--- src/design/lfu_slot_cache_with_aging_core_assert.svh ---
`ifndef LFU_SLOT_CACHE_WITH_AGING_CORE_ASSERT_SVH
`define LFU_SLOT_CACHE_WITH_AGING_CORE_ASSERT_SVH

// check cons in the same cycle as ante
`define LFUC_ASSERT_NOW(label, ante, cons, msg) \
  label: assert property (@(posedge clk) disable iff (rst) (ante) |-> (cons)) \
    else $error(msg);

// check cons in the cycle after ante
`define LFUC_ASSERT_NEXT(label, ante, cons, msg) \
  label: assert property (@(posedge clk) disable iff (rst) (ante) |=> (cons)) \
    else $error(msg);

`endif

--- src/design/lfuc_pkg.sv ---
`default_nettype none
package lfuc_pkg;

  localparam int SLOTS    = 16;
  localparam int KEYS     = 256;
  localparam int SLOT_W   = $clog2(SLOTS);
  localparam int KEY_W    = $clog2(KEYS);
  localparam int USAGE_W  = 15;
  localparam int KIND_W   = 2;
  localparam int ADDR_W   = 3;
  localparam int DATA_W   = 32;

  localparam logic [USAGE_W-1:0] USAGE_MAX     = {USAGE_W{1'b1}};
  localparam logic [USAGE_W-1:0] AGE_LIMIT_RST = 15'd32000;
  localparam logic [USAGE_W-1:0] AGE_STEP_RST  = 15'd16000;

  localparam logic [KIND_W-1:0] KIND_LOOKUP = 2'd0;
  localparam logic [KIND_W-1:0] KIND_INVAL  = 2'd1;
  localparam logic [KIND_W-1:0] KIND_FLUSH  = 2'd2;

  localparam logic REG_AGE_LIMIT = 1'b0;
  localparam logic REG_AGE_STEP  = 1'b1;

  typedef struct packed {
    logic load;
    logic hit_update;
    logic flush;
    logic inval;
    logic scan_init;
    logic scan_step;
    logic rd_old;
    logic unmap_old;
    logic alloc;
    logic emit;
  } cmd_t;

  typedef struct packed {
    logic [KIND_W-1:0] kind;
    logic              hit_ok;
    logic              scan_end;
    logic              pick_valid;
    logic              out_free;
  } status_t;

endpackage
`default_nettype wire

--- src/design/lfu_slot_cache_with_aging_core.sv ---
// LFU slot cache with aging. Each 8-bit key may own one of 16 slots; a lookup
// returns the slot, with hit, created and evicted flags and the evicted key. A
// hit bumps the slot's usage count and, once it passes age_limit (byte address
// 0, reset 32000), every count drops by age_step (byte address 4, reset 16000).
// A miss scans the slots one per cycle for the first empty slot or the lowest
// count. A hit, invalidate or flush goes from dispatch to the result state; a
// miss adds the scan, the victim read and eviction check (if a live slot is
// evicted) and the allocation. The slot scan and the key-to-slot table's single
// read port, used once for the key and once for the evicted owner, set its length.
// The result state loads the output register once free. One transaction is in
// work at a time; a finished result may wait for out_stall while the next one is
// accepted, and that transaction then holds its result until the output frees.
`default_nettype none
module lfu_slot_cache_with_aging_core (
  input  wire logic                          clk,
  input  wire logic                          rst,
  input  wire logic                          in_valid,
  output logic                               in_stall,
  input  wire logic [lfuc_pkg::KIND_W-1:0]   kind,
  input  wire logic [lfuc_pkg::KEY_W-1:0]    key,
  output logic                               out_valid,
  input  wire logic                          out_stall,
  output logic      [lfuc_pkg::SLOT_W-1:0]   slot,
  output logic                               hit,
  output logic                               created,
  output logic                               evicted,
  output logic      [lfuc_pkg::KEY_W-1:0]    evicted_key,
  input  wire logic                          psel,
  input  wire logic                          penable,
  input  wire logic                          pwrite,
  input  wire logic [lfuc_pkg::ADDR_W-1:0]   paddr,
  input  wire logic [lfuc_pkg::DATA_W-1:0]   pwdata,
  output logic      [lfuc_pkg::DATA_W-1:0]   prdata,
  output logic                               pready
);

  lfuc_pkg::cmd_t              cmd;
  lfuc_pkg::status_t           status;
  logic [lfuc_pkg::USAGE_W-1:0] age_limit;
  logic [lfuc_pkg::USAGE_W-1:0] age_step;

  assign pready = 1'b1;

  always_ff @(posedge clk) begin
    if (rst) begin
      age_limit <= lfuc_pkg::AGE_LIMIT_RST;
      age_step  <= lfuc_pkg::AGE_STEP_RST;
    end else if (psel && penable && pwrite && pready) begin
      unique case (paddr[2])
        lfuc_pkg::REG_AGE_LIMIT: age_limit <= pwdata[lfuc_pkg::USAGE_W-1:0];
        lfuc_pkg::REG_AGE_STEP:  age_step  <= pwdata[lfuc_pkg::USAGE_W-1:0];
        default: ;
      endcase
    end
  end

  always_comb begin
    unique case (paddr[2])
      lfuc_pkg::REG_AGE_LIMIT: prdata = lfuc_pkg::DATA_W'(age_limit);
      lfuc_pkg::REG_AGE_STEP:  prdata = lfuc_pkg::DATA_W'(age_step);
      default:                 prdata = '0;
    endcase
  end

  lfuc_ctrl u_ctrl (
    .clk     (clk),
    .rst     (rst),
    .in_valid(in_valid),
    .in_stall(in_stall),
    .status  (status),
    .cmd     (cmd)
  );

  lfuc_dp u_dp (
    .clk        (clk),
    .rst        (rst),
    .cmd        (cmd),
    .status     (status),
    .in_kind    (kind),
    .in_key     (key),
    .age_limit  (age_limit),
    .age_step   (age_step),
    .out_valid  (out_valid),
    .out_stall  (out_stall),
    .out_slot   (slot),
    .out_hit    (hit),
    .out_created(created),
    .out_evicted(evicted),
    .out_ekey   (evicted_key)
  );

endmodule
`default_nettype wire

--- src/design/lfuc_ram.sv ---
`default_nettype none
module lfuc_ram #(
  parameter int WIDTH = 4,
  parameter int DEPTH = 256
) (
  input  wire logic                     clk,
  input  wire logic                     we,
  input  wire logic [$clog2(DEPTH)-1:0] waddr,
  input  wire logic [WIDTH-1:0]         wdata,
  input  wire logic [$clog2(DEPTH)-1:0] raddr,
  output logic      [WIDTH-1:0]         rdata
);

  logic [WIDTH-1:0] mem [DEPTH];

  always_ff @(posedge clk) begin
    if (we) begin
      mem[waddr] <= wdata;
    end
    rdata <= mem[raddr];
  end

endmodule
`default_nettype wire

--- src/design/lfuc_ctrl.sv ---
`default_nettype none
`include "lfu_slot_cache_with_aging_core_assert.svh"
module lfuc_ctrl (
  input  wire logic             clk,
  input  wire logic             rst,
  input  wire logic             in_valid,
  output logic                  in_stall,
  input  wire lfuc_pkg::status_t status,
  output lfuc_pkg::cmd_t        cmd
);

  localparam logic [2:0] ST_IDLE     = 3'd0;
  localparam logic [2:0] ST_DISPATCH = 3'd1;
  localparam logic [2:0] ST_SCAN     = 3'd2;
  localparam logic [2:0] ST_VICTIM   = 3'd3;
  localparam logic [2:0] ST_EVCHK    = 3'd4;
  localparam logic [2:0] ST_ALLOC    = 3'd5;
  localparam logic [2:0] ST_RESULT   = 3'd6;

  logic [2:0] state;
  logic [2:0] state_next;

  assign in_stall = (state != ST_IDLE);

  always_comb begin
    state_next = state;
    cmd        = '0;
    unique case (state)
      ST_IDLE: begin
        if (in_valid) begin
          cmd.load   = 1'b1;
          state_next = ST_DISPATCH;
        end
      end
      ST_DISPATCH: begin
        unique case (status.kind)
          lfuc_pkg::KIND_LOOKUP: begin
            if (status.hit_ok) begin
              cmd.hit_update = 1'b1;
              state_next     = ST_RESULT;
            end else begin
              cmd.scan_init = 1'b1;
              state_next    = ST_SCAN;
            end
          end
          lfuc_pkg::KIND_INVAL: begin
            cmd.inval  = 1'b1;
            state_next = ST_RESULT;
          end
          lfuc_pkg::KIND_FLUSH: begin
            cmd.flush  = 1'b1;
            state_next = ST_RESULT;
          end
          default: begin
            state_next = ST_RESULT;
          end
        endcase
      end
      ST_SCAN: begin
        cmd.scan_step = 1'b1;
        if (status.scan_end) begin
          state_next = ST_VICTIM;
        end
      end
      ST_VICTIM: begin
        if (status.pick_valid) begin
          cmd.rd_old = 1'b1;
          state_next = ST_EVCHK;
        end else begin
          state_next = ST_ALLOC;
        end
      end
      ST_EVCHK: begin
        cmd.unmap_old = 1'b1;
        state_next    = ST_ALLOC;
      end
      ST_ALLOC: begin
        cmd.alloc  = 1'b1;
        state_next = ST_RESULT;
      end
      ST_RESULT: begin
        if (status.out_free) begin
          cmd.emit   = 1'b1;
          state_next = ST_IDLE;
        end
      end
      default: begin
        state_next = ST_IDLE;
      end
    endcase
  end

  always_ff @(posedge clk) begin
    if (rst) begin
      state <= ST_IDLE;
    end else begin
      state <= state_next;
    end
  end

  `LFUC_ASSERT_NEXT(a_load_dispatch, state == ST_IDLE && in_valid, state == ST_DISPATCH, "accepted transaction did not dispatch")
  `LFUC_ASSERT_NEXT(a_scan_exit, state == ST_SCAN && status.scan_end, state == ST_VICTIM, "scan did not end on scan_end")
  `LFUC_ASSERT_NEXT(a_alloc_result, state == ST_ALLOC, state == ST_RESULT, "allocation did not move to result")

endmodule
`default_nettype wire

--- src/design/lfuc_dp.sv ---
`default_nettype none
`include "lfu_slot_cache_with_aging_core_assert.svh"
module lfuc_dp (
  input  wire logic                          clk,
  input  wire logic                          rst,
  input  wire lfuc_pkg::cmd_t                cmd,
  output lfuc_pkg::status_t                  status,
  input  wire logic [lfuc_pkg::KIND_W-1:0]   in_kind,
  input  wire logic [lfuc_pkg::KEY_W-1:0]    in_key,
  input  wire logic [lfuc_pkg::USAGE_W-1:0]  age_limit,
  input  wire logic [lfuc_pkg::USAGE_W-1:0]  age_step,
  output logic                               out_valid,
  input  wire logic                          out_stall,
  output logic      [lfuc_pkg::SLOT_W-1:0]   out_slot,
  output logic                               out_hit,
  output logic                               out_created,
  output logic                               out_evicted,
  output logic      [lfuc_pkg::KEY_W-1:0]    out_ekey
);

  localparam int SW = lfuc_pkg::SLOT_W;
  localparam int KW = lfuc_pkg::KEY_W;
  localparam int UW = lfuc_pkg::USAGE_W;

  logic [lfuc_pkg::KIND_W-1:0] kind_q;
  logic [KW-1:0]               key_q;
  logic [KW-1:0]               old_q;

  logic [lfuc_pkg::KEYS-1:0]   mapped;
  logic [lfuc_pkg::SLOTS-1:0]  slot_valid;
  logic [UW-1:0]               usage [lfuc_pkg::SLOTS];
  logic [UW-1:0]               usage_next [lfuc_pkg::SLOTS];
  logic [KW-1:0]               owner [lfuc_pkg::SLOTS];

  logic [SW-1:0]               scan_idx;
  logic [SW-1:0]               pick;
  logic [UW-1:0]               umin;

  logic [SW-1:0]               res_slot;
  logic                        res_hit;
  logic                        res_created;
  logic                        res_evicted;
  logic [KW-1:0]               res_ekey;

  logic [KW-1:0]               ram_raddr;
  logic [SW-1:0]               ram_rdata;

  logic [UW:0]                 hit_n;
  logic                        do_age;
  logic [UW:0]                 base;
  logic [UW:0]                 aged;

  assign ram_raddr = cmd.rd_old ? owner[pick] : in_key;

  lfuc_ram #(
    .WIDTH(SW),
    .DEPTH(lfuc_pkg::KEYS)
  ) u_key_slot (
    .clk  (clk),
    .we   (cmd.alloc),
    .waddr(key_q),
    .wdata(pick),
    .raddr(ram_raddr),
    .rdata(ram_rdata)
  );

  assign status.kind       = kind_q;
  assign status.hit_ok     = mapped[key_q] && slot_valid[ram_rdata] &&
                             (owner[ram_rdata] == key_q);
  assign status.scan_end   = !slot_valid[scan_idx] ||
                             (scan_idx == SW'(lfuc_pkg::SLOTS - 1));
  assign status.pick_valid = slot_valid[pick];
  assign status.out_free   = !out_valid || !out_stall;

  assign hit_n  = {1'b0, usage[ram_rdata]} + (UW+1)'(1);
  assign do_age = hit_n > {1'b0, age_limit};

  always_comb begin
    base = '0;
    aged = '0;
    for (int j = 0; j < lfuc_pkg::SLOTS; j++) begin
      base = (ram_rdata == SW'(j)) ? hit_n : {1'b0, usage[j]};
      aged = (base > {1'b0, age_step}) ? (base - {1'b0, age_step}) : '0;
      if (do_age) begin
        base = aged;
      end
      usage_next[j] = (base > {1'b0, lfuc_pkg::USAGE_MAX}) ? lfuc_pkg::USAGE_MAX
                                                            : base[UW-1:0];
    end
  end

  always_ff @(posedge clk) begin
    if (cmd.load) begin
      kind_q <= in_kind;
      key_q  <= in_key;
    end
    if (cmd.rd_old) begin
      old_q <= owner[pick];
    end
    if (cmd.alloc) begin
      owner[pick] <= key_q;
    end
  end

  always_ff @(posedge clk) begin
    if (rst || cmd.flush) begin
      slot_valid <= '0;
      for (int j = 0; j < lfuc_pkg::SLOTS; j++) begin
        usage[j] <= '0;
      end
    end else if (cmd.hit_update) begin
      for (int j = 0; j < lfuc_pkg::SLOTS; j++) begin
        usage[j] <= usage_next[j];
      end
    end else if (cmd.alloc) begin
      slot_valid[pick] <= 1'b1;
      usage[pick]      <= '0;
    end
  end

  always_ff @(posedge clk) begin
    if (rst || cmd.flush) begin
      mapped <= '0;
    end else if (cmd.inval) begin
      mapped[key_q] <= 1'b0;
    end else if (cmd.unmap_old) begin
      if (mapped[old_q] && (ram_rdata == pick)) begin
        mapped[old_q] <= 1'b0;
      end
    end else if (cmd.alloc) begin
      mapped[key_q] <= 1'b1;
    end
  end

  always_ff @(posedge clk) begin
    if (cmd.scan_init) begin
      scan_idx <= '0;
    end else if (cmd.scan_step) begin
      if (!slot_valid[scan_idx]) begin
        pick <= scan_idx;
      end else if ((scan_idx == '0) || (usage[scan_idx] < umin)) begin
        pick <= scan_idx;
        umin <= usage[scan_idx];
      end
      scan_idx <= scan_idx + SW'(1);
    end
  end

  always_ff @(posedge clk) begin
    if (cmd.load) begin
      res_slot    <= '0;
      res_hit     <= 1'b0;
      res_created <= 1'b0;
      res_evicted <= 1'b0;
      res_ekey    <= '0;
    end else if (cmd.hit_update) begin
      res_slot <= ram_rdata;
      res_hit  <= 1'b1;
    end else if (cmd.rd_old) begin
      res_evicted <= 1'b1;
      res_ekey    <= owner[pick];
    end else if (cmd.alloc) begin
      res_slot    <= pick;
      res_created <= 1'b1;
    end
  end

  always_ff @(posedge clk) begin
    if (rst) begin
      out_valid <= 1'b0;
    end else if (cmd.emit) begin
      out_valid <= 1'b1;
    end else if (!out_stall) begin
      out_valid <= 1'b0;
    end
  end

  always_ff @(posedge clk) begin
    if (cmd.emit) begin
      out_slot    <= res_slot;
      out_hit     <= res_hit;
      out_created <= res_created;
      out_evicted <= res_evicted;
      out_ekey    <= res_ekey;
    end
  end

  `LFUC_ASSERT_NEXT(a_alloc_maps, cmd.alloc, mapped[key_q] && slot_valid[pick], "allocated key not mapped to a valid slot")
  `LFUC_ASSERT_NEXT(a_flush_clears, cmd.flush, slot_valid == '0 && mapped == '0, "flush left live entries")
  `LFUC_ASSERT_NOW(a_hit_xor_create, out_valid, !(out_hit && out_created), "result is both hit and created")

endmodule
`default_nettype wire
--- config.mk ---
export PLATFORM = sky130hd
export DESIGN_NAME = lfu_slot_cache_with_aging_core
export DESIGN_NICKNAME = d
export VERILOG_FILES = /design/src/design/lfuc_pkg.sv /design/src/design/lfu_slot_cache_with_aging_core.sv /design/src/design/lfuc_ram.sv /design/src/design/lfuc_ctrl.sv /design/src/design/lfuc_dp.sv
export VERILOG_INCLUDE_DIRS = /design/src /design/src/design
export SDC_FILE = /design/constraint.sdc
export NUM_CORES = 2
export LEC_CHECK = 0
export ABC_CLOCK_PERIOD_IN_PS = 7300
export BUFFER_PORTS_ARGS = -buffer_cell sky130_fd_sc_hd__buf_4
export CORE_MARGIN = 2
export CORE_UTILIZATION = 58
export DETAILED_ROUTE_END_ITERATION = 6
export PLACE_DENSITY = 0.77
export SYNTH_ARGS = -nofsm -noshare
export SYNTH_HDL_FRONTEND = slang
export SYNTH_SLANG_ARGS = --single-unit
--- constraint.sdc ---
create_clock -name clk -period 7.3 [get_ports clk]
set_input_delay 2.19 -clock clk [delete_from_list [all_inputs] [get_ports clk]]
set_output_delay 2.19 -clock clk [all_outputs]
set_load 0.02 [all_outputs]
# Yosys cells after proc, flatten, opt, wreduce, memory -nomap -nowiden
# Memory sizes are Yosys's and may differ from the RTL's. A register that Yosys moved wholly into a read port is not among the register bits.
# Index checks and enable logic that the tools add are counted.
# word_totals
reg_bits,377
ramBits,1392
input_bits,52
mem_count,3
# memory_table
memory,depth,width,read_ports,rd_ports_with_merged_regs,wr,line_no,rtl
u_dp.u_key_slot.mem,256,4,1,1,1,lfuc_ram.sv:14,logic [WIDTH-1:0] mem [DEPTH];
u_dp.usage,16,15,18,1,16,lfuc_dp.sv:31,logic [UW-1:0] usage [lfuc_pkg::SLOTS];
u_dp.owner,16,8,2,1,1,lfuc_dp.sv:33,logic [KW-1:0] owner [lfuc_pkg::SLOTS];
# op_classes
addsub,18
magnitude_cmp,42
eq_ne,33
mux,148
n_bitwise,26
reduce_logical,33
# ops
operator,n
$mux 256,4
$mux 16,48
$and 256x256->256,2
$not 256->256,2
$mux 15,33
$gt 16x15->1,17
$gt 16x15->1 const B,16
$or 256x256->256,1
$sub 16x15->16,16
$pmux 32 s2,1
$mux 4,10
$mux 1,37
$eq 4x4->1 const B,9
$pmux 3 s7,1
$lt 8x9->1 const B,2
$add 15x1->16 const B,1
$bmux 1 s8,2
$demux 1 s8,2
$eq 4x3->1 const B,4
$ge 8x1->1 const B,2
$or 1x1->1,16
$or 16x16->16,1
$lt 15x15->1,1
$lt 4x5->1 const B,3
31 further kinds,69

# Longest topological paths before layout
# depth
word_depth,12
mapped_depth,25
ltp_nobuf,21

# Hierarchy
# From an unflattened synthesis, not the netlist that was laid out.
# unflattened
hier_cells,8681
hier_area_um2,99178.9
# modules_own_cells
mod,instances,cells_per_inst,area_each_um2,seq_area_each_um2
lfuc_dp,1,6436,56675.6,16215.6
lfuc_ram,1,2051,40675.3,30829.6
lfu_slot_cache_with_aging_core,1,157,1572.8,600.6
lfuc_ctrl,1,37,255.2,60.1

# Worst setup path after synthesis
# Ideal clock, no wire load.
# synth_timing
kind,flip-flop to flip-flop
start,register u_dp.pick[1]
end,"register u_dp.u_key_slot.rdata[0], read port of u_dp.u_key_slot.mem"
arrival_ps,7132
t_required_ps,7173
path_slack_ps,41
path_stages_with_launch,16
synth_period_minus_slack_ps,7259
cell_sequence,edfxtp_1 buf_2 mux4_2 mux2_2 and4_1 clkbuf_1 nor2_4 inv_2 o21ai_4 buf_4 buf_4 mux4_2 a2111o_1 a32oi_1 a311oi_1 or3_1
# synth_lines
item,line_no,rtl
start: declaration,lfuc_dp.sv:36,logic [SW-1:0] pick;
start signal: assignment,lfuc_dp.sv:140,pick <= scan_idx;
start signal: assignment,lfuc_dp.sv:142,pick <= scan_idx;
end: declaration,lfuc_ram.sv:11,output logic [WIDTH-1:0] rdata

==> load_flow_metrics.sql <==
INSERT INTO impl_metrics (metric_group, metric, value, unit) VALUES
('floorplanning', 'core', '0.167', 'mm²'),
('route', 'routed_wl', '325', 'mm'),
('critical_path', 'worst_path_dominant_cell_family', 'compound AO/OA/AOI/OAI gates', ''),
('sta', 'final_critical_path_setup_slack', '0.384', 'ns'),
('critical_path', 'cp_cell_sequence', 'mux4_2, mux4_2, ha_1, buf_4, mux2_2, ha_1, nor2b_1, o21ai_0, a21boi_0, o21ai_0, a21oi_1, a41oi_1, o21bai_1, o41ai_1, o311a_1, a21oi_1', ''),
('final_layout', 'area_growth', '9.58', '%'),
('clock_tree', 'tritoncts.num_buffers', '179', ''),
('critical_path', 'end_kind', 'flop', ''),
('sta', 'worst_slew_pin_slew', '1.35', 'ns'),
('synthesis', 'dominant_register_cell_in_the_synthesized_netlist', 'sky130_fd_sc_hd__edfxtp_1', ''),
('sta', 'fmaxAchievable', '0.145', 'GHz'),
('global_route', 'number_of_global_route_vias_before_repair', '75100', ''),
('route', 'detailroute.wirelength.met2', '143', 'mm'),
('clock_tree', 'cts-root-buf', 'sky130_fd_sc_hd__clkbuf_16', ''),
('sta', 'setup-violations-final', '0', ''),
('placed_design', 'detailedPlace.worstSlack', '0.342', 'ns'),
('synthesis', 'synth_edf_count', '1204', ''),
('clock_tree', 'cts.path.max_buffers', '3', ''),
('route', 'antenna_violating_nets_post_route', '0', ''),
('pwr', 'sequentialPowerShare', '45.1', '%'),
('critical_path', 'path_class', 'flop to flop', ''),
('sta', 'timing.slew.headroom', '9.37', '%'),
('floorplanning', 'pin_count', '102', ''),
('clock_tree', 'cts_hold_repair.buffers', '0', ''),
('pwr', 'power.leakage', '36.2', 'nW'),
('floorplanning', 'floorplan.initialDensity', '58.2', '%'),
('route', 'detailed_route_drc_error_count', '11', ''),
('critical_path', 'worst_stage_delay_on_the_critical_path', '0.93', 'ns'),
('pwr', 'power_density', '233', 'mW/mm²'),
('floorplanning', 'die_w', '413', 'µm'),
('clock_tree', 'cts_htree_levels', '4', ''),
('synthesis', 'synth-seq-area-share', '49.1', '%'),
('final_layout', 'finish.net_count', '8720', ''),
('route', 'vias', '78600', ''),
('floorplanning', 'die_footprint', '0.171', 'mm²'),
('synthesis', 'syn-instance-count', '8530', ''),
('synthesis', 'syn-cell-area', '0.0971', 'mm²'),
('placed_design', 'detailed_place_hpwl', '200', 'mm'),
('pwr', 'internal_power', '17.9', 'mW'),
('critical_path', 'worstPathArrival', '7.56', 'ns'),
('clock_tree', 'clock_sinks', '1781', ''),
('synthesis', 'synth.ff_latch_count', '1781', ''),
('status', 'violations_in_the_final_reports', 'DRC', ''),
('route', 'drt_first_pass_iters', '7', ''),
('clock_tree', 'cts_tree', 'yes', ''),
('pwr', 'peakVddDrop', '0.379', 'mV'),
('critical_path', 'cp_data_required_time', '7.94', 'ns'),
('critical_path', 'worstPathBufferInverterCount', '1', ''),
('pwr', 'sw_frac_of_total', '27.8', '%'),
('status', 'status', 'complete, but fails checks', ''),
('worst_hold_path', 'worst_hold_path_type', 'flop to flop', ''),
('sta', 'unrepaired_setup_endpoints_after_global_routing', 'false', ''),
('clock_tree', 'cts_resized', '0', ''),
('sta', 'final-hold-violation-count', '0', ''),
('route', 'vias_per_instance', '7.32', ''),
('placed_design', 'globalplace.congestion', '1.03', ''),
('synthesis', 'async_flop_share', '0', '%'),
('route', 'post_drt_wl_per_cell', '30.2', 'µm'),
('pwr', 'power.total', '24.8', 'mW'),
('route', 'highest-signal-layer', 'met5', ''),
('floorplanning', 'floorplan.rows', '150', ''),
('route', 'dr.first_iter.drc_count', '12800', ''),
('global_route', 'globalRouteTotalUtil', '37.5', '%'),
('critical_path', 'startpoint_type', 'flop', ''),
('pwr', 'pwr-share-clk', '39.6', '%'),
('pwr', 'share_comb_of_total_power', '15.2', '%'),
('placed_design', 'io_buffer_count', '64', ''),
('sta', 'final_slew_viol_count', '0', ''),
('floorplanning', 'die_y', '413', 'µm'),
('clock_tree', 'cts_clk_pin_slew_worst_paths', '0.06', 'ns'),
('run', 'maxCapViolCount', '0', '');
## power by group through the flow
stage	registers (mW)	logic, mW	clock network (mW)
2_1_floorplan	11.3	2.72	0
3_3_place_gp	11.4	3.57	0
3_5_place_dp	11.4	3.65	0
4_1_cts	11.2	3.68	9.84
5_1_grt	11.2	4.00	10.2
6_report	11.2	3.78	9.84
## registers in the layout, summed over array words and instances (netlist names), 8 cells and up, named ones only
| signal | flops |
|---|---|
| age_limit | 15 |
| u_dp.mapped | 256 |
| u_dp.owner | 128 |
| u_dp.out_ekey | 8 |
| u_dp.slot_valid | 16 |
| u_dp.u_key_slot.mem | 1024 |
| u_dp.res_ekey | 8 |
| u_dp.old_q | 8 |
| u_dp.umin | 15 |
| age_step | 15 |
| u_dp.key_q | 8 |
| u_dp.usage | 240 |
## per-stage QoR
stage	hold WS [ns]	util [%]	std cells	area [µm²]
finish	0.433	63.8	10700	106000
global route	0.441	63.8	10700	106000
CTS	0.434	63.8	10700	106000
detailed placement	0.420	60.1	10400	100000
global placement	0.414	60.1	10400	100000
floorplan	0.406	-	8546	97100
## synth_stat cells (135+ instances only)
cell	number	share of area, %
sky130_fd_sc_hd__a22oi_1	240	1.9
sky130_fd_sc_hd__nand2_1	583	2.3
sky130_fd_sc_hd__o31ai_1	261	2.0
sky130_fd_sc_hd__xnor2_1	135	1.2
sky130_fd_sc_hd__nand3_1	357	1.8
sky130_fd_sc_hd__o21ai_0	482	2.5
sky130_fd_sc_hd__inv_1	151	0.58
sky130_fd_sc_hd__mux4_2	544	13
sky130_fd_sc_hd__a21oi_1	958	4.9
sky130_fd_sc_hd__clkbuf_1	471	1.8
sky130_fd_sc_hd__ha_1	272	3.5
sky130_fd_sc_hd__nor2_1	719	2.8
sky130_fd_sc_hd__edfxtp_1	1204	37
sky130_fd_sc_hd__a221o_1	268	2.8
sky130_fd_sc_hd__dfxtp_1	577	12
## placed cells by master (no fill, tap or decap), drive strengths merged, types with 26 or more instances in the layout
cell | synthesis | final
edfxtp | 1204 | 1204
a21oi | 961 | 961
nor2 | 722 | 722
nand2 | 583 | 583
dfxtp | 577 | 577
mux4 | 544 | 544
o21ai | 488 | 488
buf | 235 | 359
nand3 | 357 | 357
ha | 272 | 272
a221o | 268 | 268
o31ai | 261 | 261
a22oi | 240 | 240
clkbuf | 471 | 221
inv | 153 | 157
xnor2 | 135 | 135
mux2i | 109 | 109
nor3 | 86 | 86
xor2 | 83 | 83
a21o | 78 | 78
clkinv | 0 | 74
nand4 | 56 | 56
a211oi | 51 | 51
nor2b | 42 | 42
and3 | 42 | 42
o22ai | 35 | 35
a31oi | 33 | 33
nand2b | 30 | 30
o211ai | 28 | 28
a32oi | 27 | 27
mux2 | 26 | 26
bufinv | 0 | 26
## final cells by class
class / instances / area (µm²)
inverters: 153 / 577
clock inverters: 115 / 1500
clock buffers: 221 / 4750
multi-input cells: 5906 / 46100
well taps: 2204 / 2760
repair buffers: 359 / 2930
flip-flops and latches: 1781 / 47700
diodes: 3 / 7.51
fillers: 12200 / 60300
## layer usage
metal	vias to the layer above	GRT usage, %
met2	6121	56.6
li1	33000	-
met1	38000	47.4
met3	1533	9.91
met5	-	0
met4	20	25.8
## kinds of logic (layout without fill, tap and decap cells)
| kind of cell | Yosys count | after routing | synth area share, % |
|---|---|---|---|
| simple gates | 2027 | 2027 | 9.22 |
| flops | 1781 | 1781 | 49.1 |
| compound gates | 2676 | 2676 | 17.9 |
| fa+ha+maj | 288 | 288 | 3.84 |
| xor+xnor | 218 | 218 | 1.97 |
| other cells | 2 | 21 | 0.00774 |
| buf+inv | 859 | 848 | 3.87 |
| mux | 679 | 679 | 14.0 |
## worst paths after layout
path	startpoint	endpoint	cells after the start	slack [ns]
max reg2reg	u_dp.u_key_slot.rdata[0]	u_dp.usage[11][3]	16	0.38
min reg2reg	u_dp.res_evicted	u_dp.out_evicted	0	0.43
max	u_dp.u_key_slot.rdata[0]	u_dp.usage[11][3]	16	0.38
min	u_dp.res_evicted	u_dp.out_evicted	0	0.43
## worst register-to-register path: stages, from the launching register on
cell and delay (ns):
sky130_fd_sc_hd__dfxtp_4 0.75, sky130_fd_sc_hd__mux4_2 0.69, sky130_fd_sc_hd__mux4_2 0.66, sky130_fd_sc_hd__ha_1 0.93
sky130_fd_sc_hd__buf_4 0.32, sky130_fd_sc_hd__mux2_2 0.21, sky130_fd_sc_hd__ha_1 0.26, sky130_fd_sc_hd__nor2b_1 0.14
sky130_fd_sc_hd__o21ai_0 0.25, sky130_fd_sc_hd__a21boi_0 0.17, sky130_fd_sc_hd__o21ai_0 0.24, sky130_fd_sc_hd__a21oi_1 0.15
sky130_fd_sc_hd__a41oi_1 0.39, sky130_fd_sc_hd__o21bai_1 0.11, sky130_fd_sc_hd__o41ai_1 0.63, sky130_fd_sc_hd__o311a_1 0.70
sky130_fd_sc_hd__a21oi_1 0.15
Note: power is estimated with default switching activity, not from simulation.
